File: src/hdl/edf_dynamic_sporadic_server_unit_defines.svh
// assertion macros shared by the edf sporadic server rtl
// depends on nothing; included by files that carry assertions
`ifndef EDF_DYNAMIC_SPORADIC_SERVER_UNIT_DEFINES_SVH
`define EDF_DYNAMIC_SPORADIC_SERVER_UNIT_DEFINES_SVH
`ifndef SYNTHESIS
// same-cycle implication
`define EDFSS_ASSERT(lbl, clk, rst, ante, cons) \
   lbl: assert property (@(posedge clk) disable iff (rst) (ante) |-> (cons)) \
      else $error("edfss assertion failed");
// next-cycle implication
`define EDFSS_ASSERT_NXT(lbl, clk, rst, ante, cons) \
   lbl: assert property (@(posedge clk) disable iff (rst) (ante) |=> (cons)) \
      else $error("edfss assertion failed");
`else
`define EDFSS_ASSERT(lbl, clk, rst, ante, cons)
`define EDFSS_ASSERT_NXT(lbl, clk, rst, ante, cons)
`endif
`endif

File: src/hdl/edfss_pkg.sv
// types and constants of the edf sporadic server
// depends on nothing
package edfss_pkg;

   localparam int TIME_W = 24;
   localparam int WORK_W = 16;
   localparam int SLOT_W = 4;
   localparam int CSR_IDX_W = 1;
   localparam int CSR_DATA_W = 16;

   localparam logic [TIME_W-1:0] MAX_TIME = 24'hFFFFFF;
   localparam logic [WORK_W-1:0] MAX_WORK = 16'hFFFF;

   // register indexes
   localparam logic [CSR_IDX_W-1:0] REG_SERVER_PERIOD = 1'd0;
   localparam logic [CSR_IDX_W-1:0] REG_INITIAL_BUDGET = 1'd1;

   localparam logic [WORK_W-1:0] RST_SERVER_PERIOD = 16'd8;
   localparam logic [WORK_W-1:0] RST_INITIAL_BUDGET = 16'd2;

   // item kinds
   localparam logic KIND_RELEASE = 1'b0;
   localparam logic KIND_STEP = 1'b1;

   // result status codes
   localparam logic [1:0] ST_REL_OK = 2'd0;
   localparam logic [1:0] ST_REL_BUSY = 2'd1;
   localparam logic [1:0] ST_STEP = 2'd2;
   localparam logic [1:0] ST_STEP_OVF = 2'd3;

   // controller to datapath commands
   typedef struct packed {
      logic req_load;
      logic rel_exec;
      logic repl_chk;
      logic chg_exec;
      logic scan_issue;
      logic decide;
      logic rsp_load;
   } dp_cmd_type;

   // datapath to controller status
   typedef struct packed {
      logic repl_due;
   } dp_stat_type;

endpackage

File: src/hdl/edfss_ctrl.sv
// controller state machine of the edf sporadic server
// depends on edfss_pkg and the assertion macro header
`include "edf_dynamic_sporadic_server_unit_defines.svh"
module edfss_ctrl #(
   parameter int NUM_SLOTS = 16,
   parameter int SW = 4
) (
   input  logic                       clock,
   input  logic                       reset,
   input  logic                       req_valid,
   input  logic                       req_kind,
   output logic                       req_stall,
   output logic                       rsp_valid,
   input  logic                       rsp_stall,
   output edfss_pkg::dp_cmd_type      cmd,
   input  edfss_pkg::dp_stat_type     stat,
   output logic [SW-1:0]              scan_addr
);

   localparam logic [3:0] S_IDLE = 4'd0;
   localparam logic [3:0] S_REL = 4'd1;
   localparam logic [3:0] S_RP_RD = 4'd2;
   localparam logic [3:0] S_RP_CHK = 4'd3;
   localparam logic [3:0] S_CH_RD = 4'd4;
   localparam logic [3:0] S_CH_EX = 4'd5;
   localparam logic [3:0] S_SCAN = 4'd6;
   localparam logic [3:0] S_SCAN_LAST = 4'd7;
   localparam logic [3:0] S_DEC = 4'd8;
   localparam logic [3:0] S_FIN = 4'd9;

   logic [3:0]    state_ff, state_in;
   logic [SW-1:0] scan_cnt_ff, scan_cnt_in;
   logic          rsp_valid_ff, rsp_valid_in;
   logic          accept, out_free, scan_last;

   assign accept = req_valid && !req_stall;
   assign out_free = !rsp_valid_ff || !rsp_stall;
   assign scan_last = scan_cnt_ff == SW'(NUM_SLOTS - 1);
   assign req_stall = state_ff != S_IDLE;
   assign rsp_valid = rsp_valid_ff;
   assign scan_addr = scan_cnt_ff;

   // next state and commands
   always_comb begin
      state_in = state_ff;
      scan_cnt_in = scan_cnt_ff;
      rsp_valid_in = rsp_valid_ff && rsp_stall;
      cmd = '0;
      case (state_ff)
         S_IDLE: begin
            if (accept) begin
               cmd.req_load = 1'b1;
               state_in = (req_kind == edfss_pkg::KIND_STEP) ? S_RP_RD : S_REL;
            end
         end
         S_REL: begin
            cmd.rel_exec = 1'b1;
            state_in = S_FIN;
         end
         S_RP_RD: state_in = S_RP_CHK;
         S_RP_CHK: begin
            cmd.repl_chk = 1'b1;
            state_in = stat.repl_due ? S_RP_RD : S_CH_RD;
         end
         S_CH_RD: state_in = S_CH_EX;
         S_CH_EX: begin
            cmd.chg_exec = 1'b1;
            scan_cnt_in = '0;
            state_in = S_SCAN;
         end
         S_SCAN: begin
            cmd.scan_issue = 1'b1;
            if (scan_last) begin
               state_in = S_SCAN_LAST;
            end else begin
               scan_cnt_in = scan_cnt_ff + 1'b1;
            end
         end
         S_SCAN_LAST: state_in = S_DEC;
         S_DEC: begin
            cmd.decide = 1'b1;
            state_in = S_FIN;
         end
         S_FIN: begin
            if (out_free) begin
               cmd.rsp_load = 1'b1;
               rsp_valid_in = 1'b1;
               state_in = S_IDLE;
            end
         end
         default: state_in = S_IDLE;
      endcase
   end

   // state registers
   always_ff @(posedge clock) begin
      if (reset) begin
         state_ff <= S_IDLE;
         scan_cnt_ff <= '0;
         rsp_valid_ff <= 1'b0;
      end else begin
         state_ff <= state_in;
         scan_cnt_ff <= scan_cnt_in;
         rsp_valid_ff <= rsp_valid_in;
      end
   end

   `EDFSS_ASSERT_NXT(a_rel_to_fin, clock, reset, state_ff == S_REL, state_ff == S_FIN)
   `EDFSS_ASSERT_NXT(a_scan_ends, clock, reset, state_ff == S_SCAN && scan_last,
      state_ff == S_SCAN_LAST)
   `EDFSS_ASSERT_NXT(a_accept_route, clock, reset, accept,
      state_ff == S_REL || state_ff == S_RP_RD)
   `EDFSS_ASSERT(a_word_from_fin, clock, reset, $rose(rsp_valid_ff),
      $past(state_ff) == S_FIN)

endmodule

File: src/hdl/edfss_dp.sv
// datapath of the edf sporadic server: slot memories, replenishment queue,
// budget, time and the deadline scan; depends on edfss_pkg
module edfss_dp #(
   parameter int NUM_SLOTS = 16,
   parameter int REPL_DEPTH = 8,
   parameter int SW = 4
) (
   input  logic                                    clock,
   input  logic                                    reset,
   input  edfss_pkg::dp_cmd_type                   cmd,
   output edfss_pkg::dp_stat_type                  stat,
   input  logic [SW-1:0]                           scan_addr,
   input  logic [edfss_pkg::SLOT_W-1:0]            req_job_slot,
   input  logic                                    req_is_periodic,
   input  logic [edfss_pkg::WORK_W-1:0]            req_work_ticks,
   input  logic [edfss_pkg::TIME_W-1:0]            req_abs_deadline,
   input  logic                                    csr_wr_en,
   input  logic [edfss_pkg::CSR_IDX_W-1:0]         csr_index,
   input  logic [edfss_pkg::CSR_DATA_W-1:0]        csr_wdata,
   output logic [1:0]                              rsp_status,
   output logic [edfss_pkg::SLOT_W-1:0]            rsp_running_slot,
   output logic                                    rsp_idle,
   output logic [edfss_pkg::WORK_W-1:0]            rsp_budget_left,
   output logic [edfss_pkg::TIME_W-1:0]            rsp_time_now
);

   localparam int PW = (REPL_DEPTH > 1) ? $clog2(REPL_DEPTH) : 1;
   localparam int CW = $clog2(REPL_DEPTH + 1);
   localparam int AW = $clog2(NUM_SLOTS + 1);
   localparam int TW = edfss_pkg::TIME_W;
   localparam int WW = edfss_pkg::WORK_W;

   // latched request word
   logic [edfss_pkg::SLOT_W-1:0] q_slot_ff;
   logic          q_per_ff;
   logic [WW-1:0] q_work_ff;
   logic [TW-1:0] q_dl_ff;

   // slot memories and read port
   logic [NUM_SLOTS-1:0] slot_valid_ff;
   logic          mem_per [NUM_SLOTS];
   logic [WW-1:0] mem_rem [NUM_SLOTS];
   logic [TW-1:0] mem_dl [NUM_SLOTS];
   logic          rd_per_ff;
   logic [WW-1:0] rd_rem_ff;
   logic [TW-1:0] rd_dl_ff;
   logic [SW-1:0] rd_addr;

   // replenishment queue
   logic [TW-1:0] fifo_t [REPL_DEPTH];
   logic [WW-1:0] fifo_a [REPL_DEPTH];
   logic [TW-1:0] fifo_rd_t_ff;
   logic [WW-1:0] fifo_rd_a_ff;
   logic [PW-1:0] head_ff, tail_ff, last_ff;
   logic [CW-1:0] count_ff;
   logic [TW-1:0] last_time_ff;
   logic [WW-1:0] last_amt_ff;

   // scheduler state
   logic [WW-1:0] period_ff, budget_ff, consumed_ff;
   logic [TW-1:0] time_ff, pred_time_ff, server_dl_ff;
   logic [AW-1:0] acnt_ff;
   logic [SW-1:0] running_job_ff;
   logic          running_valid_ff, predicting_ff;
   logic          prev_run_ff, prev_per_ff;

   // scan pipeline and best candidate
   logic          scan_pv_ff;
   logic [SW-1:0] scan_idx_ff;
   logic          found_ff, best_per_ff;
   logic [SW-1:0] best_idx_ff;
   logic [TW-1:0] best_dl_ff;
   logic [WW-1:0] best_rem_ff;

   // held result fields
   logic [1:0]    res_status_ff;
   logic [TW-1:0] res_time_ff;

   logic [SW-1:0] rel_idx;
   logic          rel_ok;
   logic [WW:0]   repl_sum;
   logic          prun;
   logic [TW:0]   dl_sum;
   logic          sc_valid, sc_retire, sc_elig, sc_take;
   logic [TW-1:0] sc_dl;
   logic          d_start, d_pred, d_post, d_merge, d_push, d_ovf, d_nz, d_full;
   logic [TW-1:0] d_ptime;
   logic [WW-1:0] d_pamt;
   logic [WW:0]   merge_sum;
   logic [WW-1:0] merge_amt;

   // release check
   assign rel_idx = SW'(q_slot_ff);
   assign rel_ok = (32'(q_slot_ff) < NUM_SLOTS) && !slot_valid_ff[rel_idx];

   // head of queue due
   assign stat.repl_due = (count_ff != '0) && (fifo_rd_t_ff <= time_ff);
   assign repl_sum = {1'b0, budget_ff} + {1'b0, fifo_rd_a_ff};

   // charge of last tick's job
   assign prun = running_valid_ff && slot_valid_ff[running_job_ff];
   assign dl_sum = {1'b0, time_ff} + {{(TW - WW + 1){1'b0}}, period_ff};
   assign rd_addr = cmd.scan_issue ? scan_addr : running_job_ff;

   // scan compare
   always_comb begin
      sc_valid = scan_pv_ff && slot_valid_ff[scan_idx_ff];
      sc_retire = sc_valid && (rd_rem_ff == '0);
      sc_elig = sc_valid && !sc_retire && (rd_per_ff || (budget_ff != '0));
      sc_dl = rd_per_ff ? rd_dl_ff : server_dl_ff;
      if (!found_ff) begin
         sc_take = 1'b1;
      end else if (sc_dl != best_dl_ff) begin
         sc_take = sc_dl < best_dl_ff;
      end else if (rd_per_ff != best_per_ff) begin
         sc_take = !rd_per_ff;
      end else begin
         sc_take = rd_rem_ff < best_rem_ff;
      end
   end

   // prediction start and replenishment posting
   always_comb begin
      d_start = found_ff && !best_per_ff && (!prev_run_ff || prev_per_ff) && !predicting_ff;
      d_pred = predicting_ff || d_start;
      d_ptime = d_start ? server_dl_ff : pred_time_ff;
      d_pamt = d_start ? '0 : consumed_ff;
      d_post = d_pred && ((budget_ff == '0) || (acnt_ff == '0));
      d_nz = d_post && (d_pamt != '0);
      d_full = count_ff == CW'(REPL_DEPTH);
      d_merge = d_nz && (count_ff != '0) && (last_time_ff == d_ptime);
      d_push = d_nz && !d_merge && !d_full;
      d_ovf = d_nz && !d_merge && d_full;
      merge_sum = {1'b0, last_amt_ff} + {1'b0, d_pamt};
      merge_amt = merge_sum[WW] ? edfss_pkg::MAX_WORK : merge_sum[WW-1:0];
   end

   // memories, read data and request latch
   always_ff @(posedge clock) begin
      if (cmd.req_load) begin
         q_slot_ff <= req_job_slot;
         q_per_ff <= req_is_periodic;
         q_work_ff <= req_work_ticks;
         q_dl_ff <= req_abs_deadline;
      end
      if (cmd.rel_exec && rel_ok) begin
         mem_per[rel_idx] <= q_per_ff;
         mem_rem[rel_idx] <= q_work_ff;
         mem_dl[rel_idx] <= q_dl_ff;
      end else if (cmd.chg_exec && prun && (rd_rem_ff != '0)) begin
         mem_rem[running_job_ff] <= rd_rem_ff - 1'b1;
      end
      rd_per_ff <= mem_per[rd_addr];
      rd_rem_ff <= mem_rem[rd_addr];
      rd_dl_ff <= mem_dl[rd_addr];
      if (cmd.decide && d_merge) begin
         fifo_a[last_ff] <= merge_amt;
      end else if (cmd.decide && d_push) begin
         fifo_t[tail_ff] <= d_ptime;
         fifo_a[tail_ff] <= d_pamt;
      end
      fifo_rd_t_ff <= fifo_t[head_ff];
      fifo_rd_a_ff <= fifo_a[head_ff];
      scan_idx_ff <= scan_addr;
      if (cmd.chg_exec) begin
         server_dl_ff <= dl_sum[TW] ? edfss_pkg::MAX_TIME : dl_sum[TW-1:0];
      end
      if (scan_pv_ff && sc_elig && sc_take) begin
         best_per_ff <= rd_per_ff;
         best_idx_ff <= scan_idx_ff;
         best_dl_ff <= sc_dl;
         best_rem_ff <= rd_rem_ff;
      end
      if (cmd.rel_exec) begin
         res_status_ff <= rel_ok ? edfss_pkg::ST_REL_OK : edfss_pkg::ST_REL_BUSY;
         res_time_ff <= time_ff;
      end else if (cmd.decide) begin
         res_status_ff <= d_ovf ? edfss_pkg::ST_STEP_OVF : edfss_pkg::ST_STEP;
         res_time_ff <= time_ff;
      end
      if (cmd.rsp_load) begin
         rsp_status <= res_status_ff;
         rsp_running_slot <= edfss_pkg::SLOT_W'(running_job_ff);
         rsp_idle <= !running_valid_ff;
         rsp_budget_left <= budget_ff;
         rsp_time_now <= res_time_ff;
      end
   end

   // scheduler control state
   always_ff @(posedge clock) begin
      if (reset) begin
         slot_valid_ff <= '0;
         head_ff <= '0;
         tail_ff <= '0;
         last_ff <= '0;
         count_ff <= '0;
         last_time_ff <= '0;
         last_amt_ff <= '0;
         period_ff <= edfss_pkg::RST_SERVER_PERIOD;
         budget_ff <= edfss_pkg::RST_INITIAL_BUDGET;
         consumed_ff <= '0;
         time_ff <= '0;
         pred_time_ff <= '0;
         acnt_ff <= '0;
         running_job_ff <= '0;
         running_valid_ff <= 1'b0;
         predicting_ff <= 1'b0;
         prev_run_ff <= 1'b0;
         prev_per_ff <= 1'b0;
         scan_pv_ff <= 1'b0;
         found_ff <= 1'b0;
      end else begin
         scan_pv_ff <= cmd.scan_issue;
         // release
         if (cmd.rel_exec && rel_ok) begin
            slot_valid_ff[rel_idx] <= 1'b1;
            if (!q_per_ff) begin
               acnt_ff <= acnt_ff + 1'b1;
            end
         end
         // due replenishment
         if (cmd.repl_chk && stat.repl_due) begin
            budget_ff <= repl_sum[WW] ? edfss_pkg::MAX_WORK : repl_sum[WW-1:0];
            head_ff <= (head_ff == PW'(REPL_DEPTH - 1)) ? '0 : head_ff + 1'b1;
            count_ff <= count_ff - 1'b1;
         end
         // charge
         if (cmd.chg_exec) begin
            prev_run_ff <= prun;
            prev_per_ff <= rd_per_ff;
            found_ff <= 1'b0;
            if (prun && !rd_per_ff) begin
               if (budget_ff != '0) begin
                  budget_ff <= budget_ff - 1'b1;
               end
               if (predicting_ff && (consumed_ff != edfss_pkg::MAX_WORK)) begin
                  consumed_ff <= consumed_ff + 1'b1;
               end
            end
         end
         // retire and pick
         if (sc_retire) begin
            slot_valid_ff[scan_idx_ff] <= 1'b0;
            if (!rd_per_ff && (acnt_ff != '0)) begin
               acnt_ff <= acnt_ff - 1'b1;
            end
         end
         if (scan_pv_ff && sc_elig && sc_take) begin
            found_ff <= 1'b1;
         end
         // decision
         if (cmd.decide) begin
            predicting_ff <= d_post ? 1'b0 : d_pred;
            pred_time_ff <= d_ptime;
            consumed_ff <= d_pamt;
            if (d_merge) begin
               last_amt_ff <= merge_amt;
            end else if (d_push) begin
               last_ff <= tail_ff;
               tail_ff <= (tail_ff == PW'(REPL_DEPTH - 1)) ? '0 : tail_ff + 1'b1;
               count_ff <= count_ff + 1'b1;
               last_time_ff <= d_ptime;
               last_amt_ff <= d_pamt;
            end
            running_valid_ff <= found_ff;
            running_job_ff <= found_ff ? best_idx_ff : '0;
            if (time_ff != edfss_pkg::MAX_TIME) begin
               time_ff <= time_ff + 1'b1;
            end
         end
         // register writes, a capacity write loads the live budget
         if (csr_wr_en) begin
            case (csr_index)
               edfss_pkg::REG_SERVER_PERIOD: period_ff <= csr_wdata;
               edfss_pkg::REG_INITIAL_BUDGET: budget_ff <= csr_wdata;
               default: period_ff <= period_ff;
            endcase
         end
      end
   end

endmodule

File: src/hdl/edf_dynamic_sporadic_server_unit.sv
// top level of the edf scheduler with dynamic sporadic server
// depends on edfss_pkg, edfss_ctrl and edfss_dp
//
//   channel  dir  handshake            word
//   req      in   req_valid/req_stall  kind, job_slot, is_periodic, work, deadline
//   rsp      out  rsp_valid/rsp_stall  status, running slot, idle, budget, time
//   csr      in   csr_wr_en            csr_index, csr_wdata
//
// a release goes from accept through the release and finish states to the result; a step
// goes through a read and check per replenishment due, the read and charge, then the deadline
// scan of one slot per cycle through the slot memory read port, the decision and the finish state
// reset is synchronous; the queue and slot memories need no clearing pass
// a stalled result waits in the output register; the next word is taken meanwhile
module edf_dynamic_sporadic_server_unit #(
   parameter int NUM_SLOTS = 16,
   parameter int REPL_DEPTH = 8
) (
   input  logic                                clock,
   input  logic                                reset,
   input  logic                                req_valid,
   output logic                                req_stall,
   input  logic                                req_kind,
   input  logic [edfss_pkg::SLOT_W-1:0]        req_job_slot,
   input  logic                                req_is_periodic,
   input  logic [edfss_pkg::WORK_W-1:0]        req_work_ticks,
   input  logic [edfss_pkg::TIME_W-1:0]        req_abs_deadline,
   output logic                                rsp_valid,
   input  logic                                rsp_stall,
   output logic [1:0]                          rsp_status,
   output logic [edfss_pkg::SLOT_W-1:0]        rsp_running_slot,
   output logic                                rsp_idle,
   output logic [edfss_pkg::WORK_W-1:0]        rsp_budget_left,
   output logic [edfss_pkg::TIME_W-1:0]        rsp_time_now,
   input  logic                                csr_wr_en,
   input  logic [edfss_pkg::CSR_IDX_W-1:0]     csr_index,
   input  logic [edfss_pkg::CSR_DATA_W-1:0]    csr_wdata
);

   localparam int SW = $clog2(NUM_SLOTS);

   edfss_pkg::dp_cmd_type  cmd;
   edfss_pkg::dp_stat_type stat;
   logic [SW-1:0]          scan_addr;

   // sequencer
   edfss_ctrl #(
      .NUM_SLOTS(NUM_SLOTS),
      .SW(SW)
   ) u_ctrl (
      .clock(clock),
      .reset(reset),
      .req_valid(req_valid),
      .req_kind(req_kind),
      .req_stall(req_stall),
      .rsp_valid(rsp_valid),
      .rsp_stall(rsp_stall),
      .cmd(cmd),
      .stat(stat),
      .scan_addr(scan_addr)
   );

   // storage and arithmetic
   edfss_dp #(
      .NUM_SLOTS(NUM_SLOTS),
      .REPL_DEPTH(REPL_DEPTH),
      .SW(SW)
   ) u_dp (
      .clock(clock),
      .reset(reset),
      .cmd(cmd),
      .stat(stat),
      .scan_addr(scan_addr),
      .req_job_slot(req_job_slot),
      .req_is_periodic(req_is_periodic),
      .req_work_ticks(req_work_ticks),
      .req_abs_deadline(req_abs_deadline),
      .csr_wr_en(csr_wr_en),
      .csr_index(csr_index),
      .csr_wdata(csr_wdata),
      .rsp_status(rsp_status),
      .rsp_running_slot(rsp_running_slot),
      .rsp_idle(rsp_idle),
      .rsp_budget_left(rsp_budget_left),
      .rsp_time_now(rsp_time_now)
   );

endmodule
File: config.mk
export PLATFORM = sky130hd
export DESIGN_NAME = edf_dynamic_sporadic_server_unit
export DESIGN_NICKNAME = d
export VERILOG_FILES = /design/src/hdl/edfss_pkg.sv /design/src/hdl/edfss_ctrl.sv /design/src/hdl/edfss_dp.sv /design/src/hdl/edf_dynamic_sporadic_server_unit.sv
export VERILOG_INCLUDE_DIRS = /design/src /design/src/hdl
export SDC_FILE = /design/constraint.sdc
export NUM_CORES = 2
export LEC_CHECK = 0
export BUFFER_PORTS_ARGS = -buffer_cell sky130_fd_sc_hd__buf_2
export CAP_MARGIN = 10
export CORE_ASPECT_RATIO = 1.25
export CORE_UTILIZATION = 55
export CTS_BUF_LIST = sky130_fd_sc_hd__clkbuf_16
export DETAILED_ROUTE_END_ITERATION = 6
export GPL_ROUTABILITY_DRIVEN = 0
export PLACE_DENSITY = 0.71
export SLEW_MARGIN = 20
export SYNTH_ARGS = -nofsm -noshare
export SYNTH_HDL_FRONTEND = slang
export SYNTH_SLANG_ARGS = --single-unit
File: constraint.sdc
create_clock -name clock -period 8.7 [get_ports clock]
set_input_delay 0.87 -clock clock [delete_from_list [all_inputs] [get_ports clock]]
set_output_delay 0.87 -clock clock [all_outputs]
set_load 0.03 [all_outputs]
==> metrics.csv <==
metric,value,unit
run_status,finished clean,
synth.top_cell.area_share,58.78,%
ys_seq_area_share,68.01,%
antenna_found_initial,2,
start_util,55.55,%
cap_violations,0,
dieHeight,369.5,µm
num_vias,33360,
syn_area,59420,µm²
ant_nets,0,
synth-edff-count,1163,
p_leak,22.93,nW
whs_path_depth,1,
cts_setup_buffers,0,
ios,117,
ff_latch_area,40420,µm²
synth_ff_type,edfxtp_1,
ys_types,82,
drtPass1Iterations,6,
grt_usage,24.47,%
clk_pin_slew,0.06,ns
async_reset_ff_share,0,%
synth_top_area_cell,edfxtp_1,
io_buffers,116,
totalWireLength,130.6,mm
switchingPower,3.278,mW
cts_tree,yes,
worstMarginPinSlew,1.137,ns
fin_crit,5.385,ns
timing.final.hold_violations,0,
max_freq,185.7,MHz
wl_per_cell,23.51,µm
drtIter0Drc,2450,
synthXorXnorAreaFrac,1.297,%
synth_area_leaders,"edfxtp_1 59%, mux4_2 9.8%, dfxtp_1 9.2%",
ys.warnings.count,0,
cts_buffers,138,
p_sw_share,22.37,%
p_seq_share,54.2,%
clockBufferDepth,3,
worstSetupStartpointType,flop,
fin_tns_setup,0,ns
worstSkewPairLatency,0.77,ns
setup_viol_count_final,0,
areaGrowthSynthToFinish,12.02,%
power.internal,11.38,mW
drc_errors,0,
critPathMaxFanout,78,
cp.arrival,5.86,ns
cp-startpoint,u_dp.found_ff,
grt-ovfl-total,0,
synthSimpleGateAreaFrac,7.587,%
synth-seq-cells,1437,
synthAdderAreaFrac,2.750,%
post-dp-hpwl,81.00,mm
peakVddDrop,208.2,µV
rsz0062_at_grt,no,
hp-class,in2reg,
dp_slack,3.369,ns
clockPowerShare,40.7,%
cts_hold_buf,0,
yosys-mux-area-fraction,12.10,%
endpoint_kind,flop,
cp_data_required_time,9.17,ns
final.period_utilization,61.90,%
synthesis.nets,4054,
synth.most_common_cell,edfxtp_1,
routed_via_density,6.004,
synth_commonest_cells,"1163 x edfxtp_1, 304 x nand2_1, 279 x nor2_1, 274 x dfxtp_1, 259 x mux4_2",
multi_input_area,18020,µm²
htree_levels,4,
die_width,296.0,µm
cts_sinks,1437,
p_per_area,220.2,nW/µm²
n_fill_cell,7796,
core_area,107000,µm²
synthCells,3858,
clock_skew,0.02085,ns
critical_path_class,reg2reg,
grt_max_degree,100,
die_area,109400,µm²
reg2reg_depth,10,
grt_pass1_vias,33410,
antenna_cells,0,
cts-root-buf,clkbuf_16,
cts-resized-gates,0,
worst_slack,3.315,ns
synth_area_per_cell,15.40,µm²
r2r-start,u_dp.found_ff,
std_cell_rows,134,
synth_top_family_by_area,multiplexers,
grt_pass1_wl,199.5,mm
drive_gt1_share,20.34,%
hold_start,req_abs_deadline[19],
slew_headroom,24.01,%
p_comb_share,5.1,%
nNetsFinal,4209,
synth_compound_area_share,6.080,%
drv_slew,0,
==> cell type report <==
type / instances / area share, %
flip-flops and latches: 1437 / 60.73
multi-input cells: 2097 / 27.07
clock buffers: 142 / 5.339
well taps: 1428 / 2.684
repair buffers: 193 / 1.867
clock inverters: 114 / 1.493
inverters: 146 / 0.8234
==> through the flow <==
step | hold WS (ns) | instances | total power [mW] | utilization, % | cell area (µm²)
floorplan | 0.3796 | 3858 | 8.491 | - | 59420
global placement | 0.4010 | 5297 | 8.794 | 57.84 | 61870
detailed placement | 0.4045 | 5300 | 8.825 | 57.92 | 61950
CTS | 0.2156 | 5556 | 14.75 | 62.17 | 66500
global route | 0.2378 | 5557 | 15.10 | 62.22 | 66560
finish | 0.2692 | 5557 | 14.66 | 62.22 | 66560
==> cells in the final DEF, fill, tap and decap left out, types with 73 or more instances in the layout <==
master	netlist	routed
edfxtp_1	1163	1163
nand2_1	304	302
dfxtp_1	274	270
mux4_2	259	259
nor2_1	279	255
inv_1	146	169
clkbuf_16	0	142
ha_1	125	125
a21oi_1	128	122
buf_2	21	115
a211oi_1	89	89
mux2_2	85	85
o21ai_0	79	73
==> state kept, by name, indices dropped and copies added (netlist names), 128 cells and up <==
register and count:
u_dp.fifo_t 192, u_dp.mem_dl 384, u_dp.mem_rem 256, u_dp.fifo_a 128
==> worst max-delay path, cell delays in order (launching register included) <==
cell and delay (ns):
dfxtp_1 0.49, nand2b_2 0.15, nor3_4 0.32, buf_4 0.45
mux2_2 0.48, a22o_1 0.20, or4_4 0.58, o311ai_4 0.87
buf_4 0.88, nor2_1 0.07, a21oi_1 0.52
==> final timing paths <==
kind	to	slack [ns]
setup reg to reg	u_dp.fifo_a[3][11]	3.31
setup / recovery	u_dp.fifo_a[3][11]	3.31
hold / removal	u_dp.q_dl_ff[19]	0.27
hold reg to reg	u_dp.rsp_time_now[15]	0.40
==> power groups by stage <==
| stage | combinational (mW) | clock, mW | sequential [mW] |
|---|---|---|---|
| 2_1_floorplan | 0.449 | 0 | 8.04 |
| 3_3_place_gp | 0.721 | 0 | 8.07 |
| 3_5_place_dp | 0.739 | 0 | 8.09 |
| 4_1_cts | 0.743 | 6.07 | 7.94 |
| 5_1_grt | 0.814 | 6.32 | 7.96 |
| 6_report | 0.745 | 5.97 | 7.94 |
==> per-layer routing <==
metal / GRT usage, % / share of wire [%] / vias up
li1: - / - / 15220
met1: 31.77 / 40 / 16730
met2: 41.34 / 51 / 1152
met3: 3.658 / 5.9 / 267
met4: 9.883 / 3.6 / 2
met5: 0 / 0.010 / -
==> cell families after synthesis <==
logic type | count (synthesis)
buf+inv | 324
flops | 1437
mux | 384
compound gates | 537
xor+xnor | 88
fa+ha+maj | 129
simple gates | 959
Power figures use the tool's default switching activity.
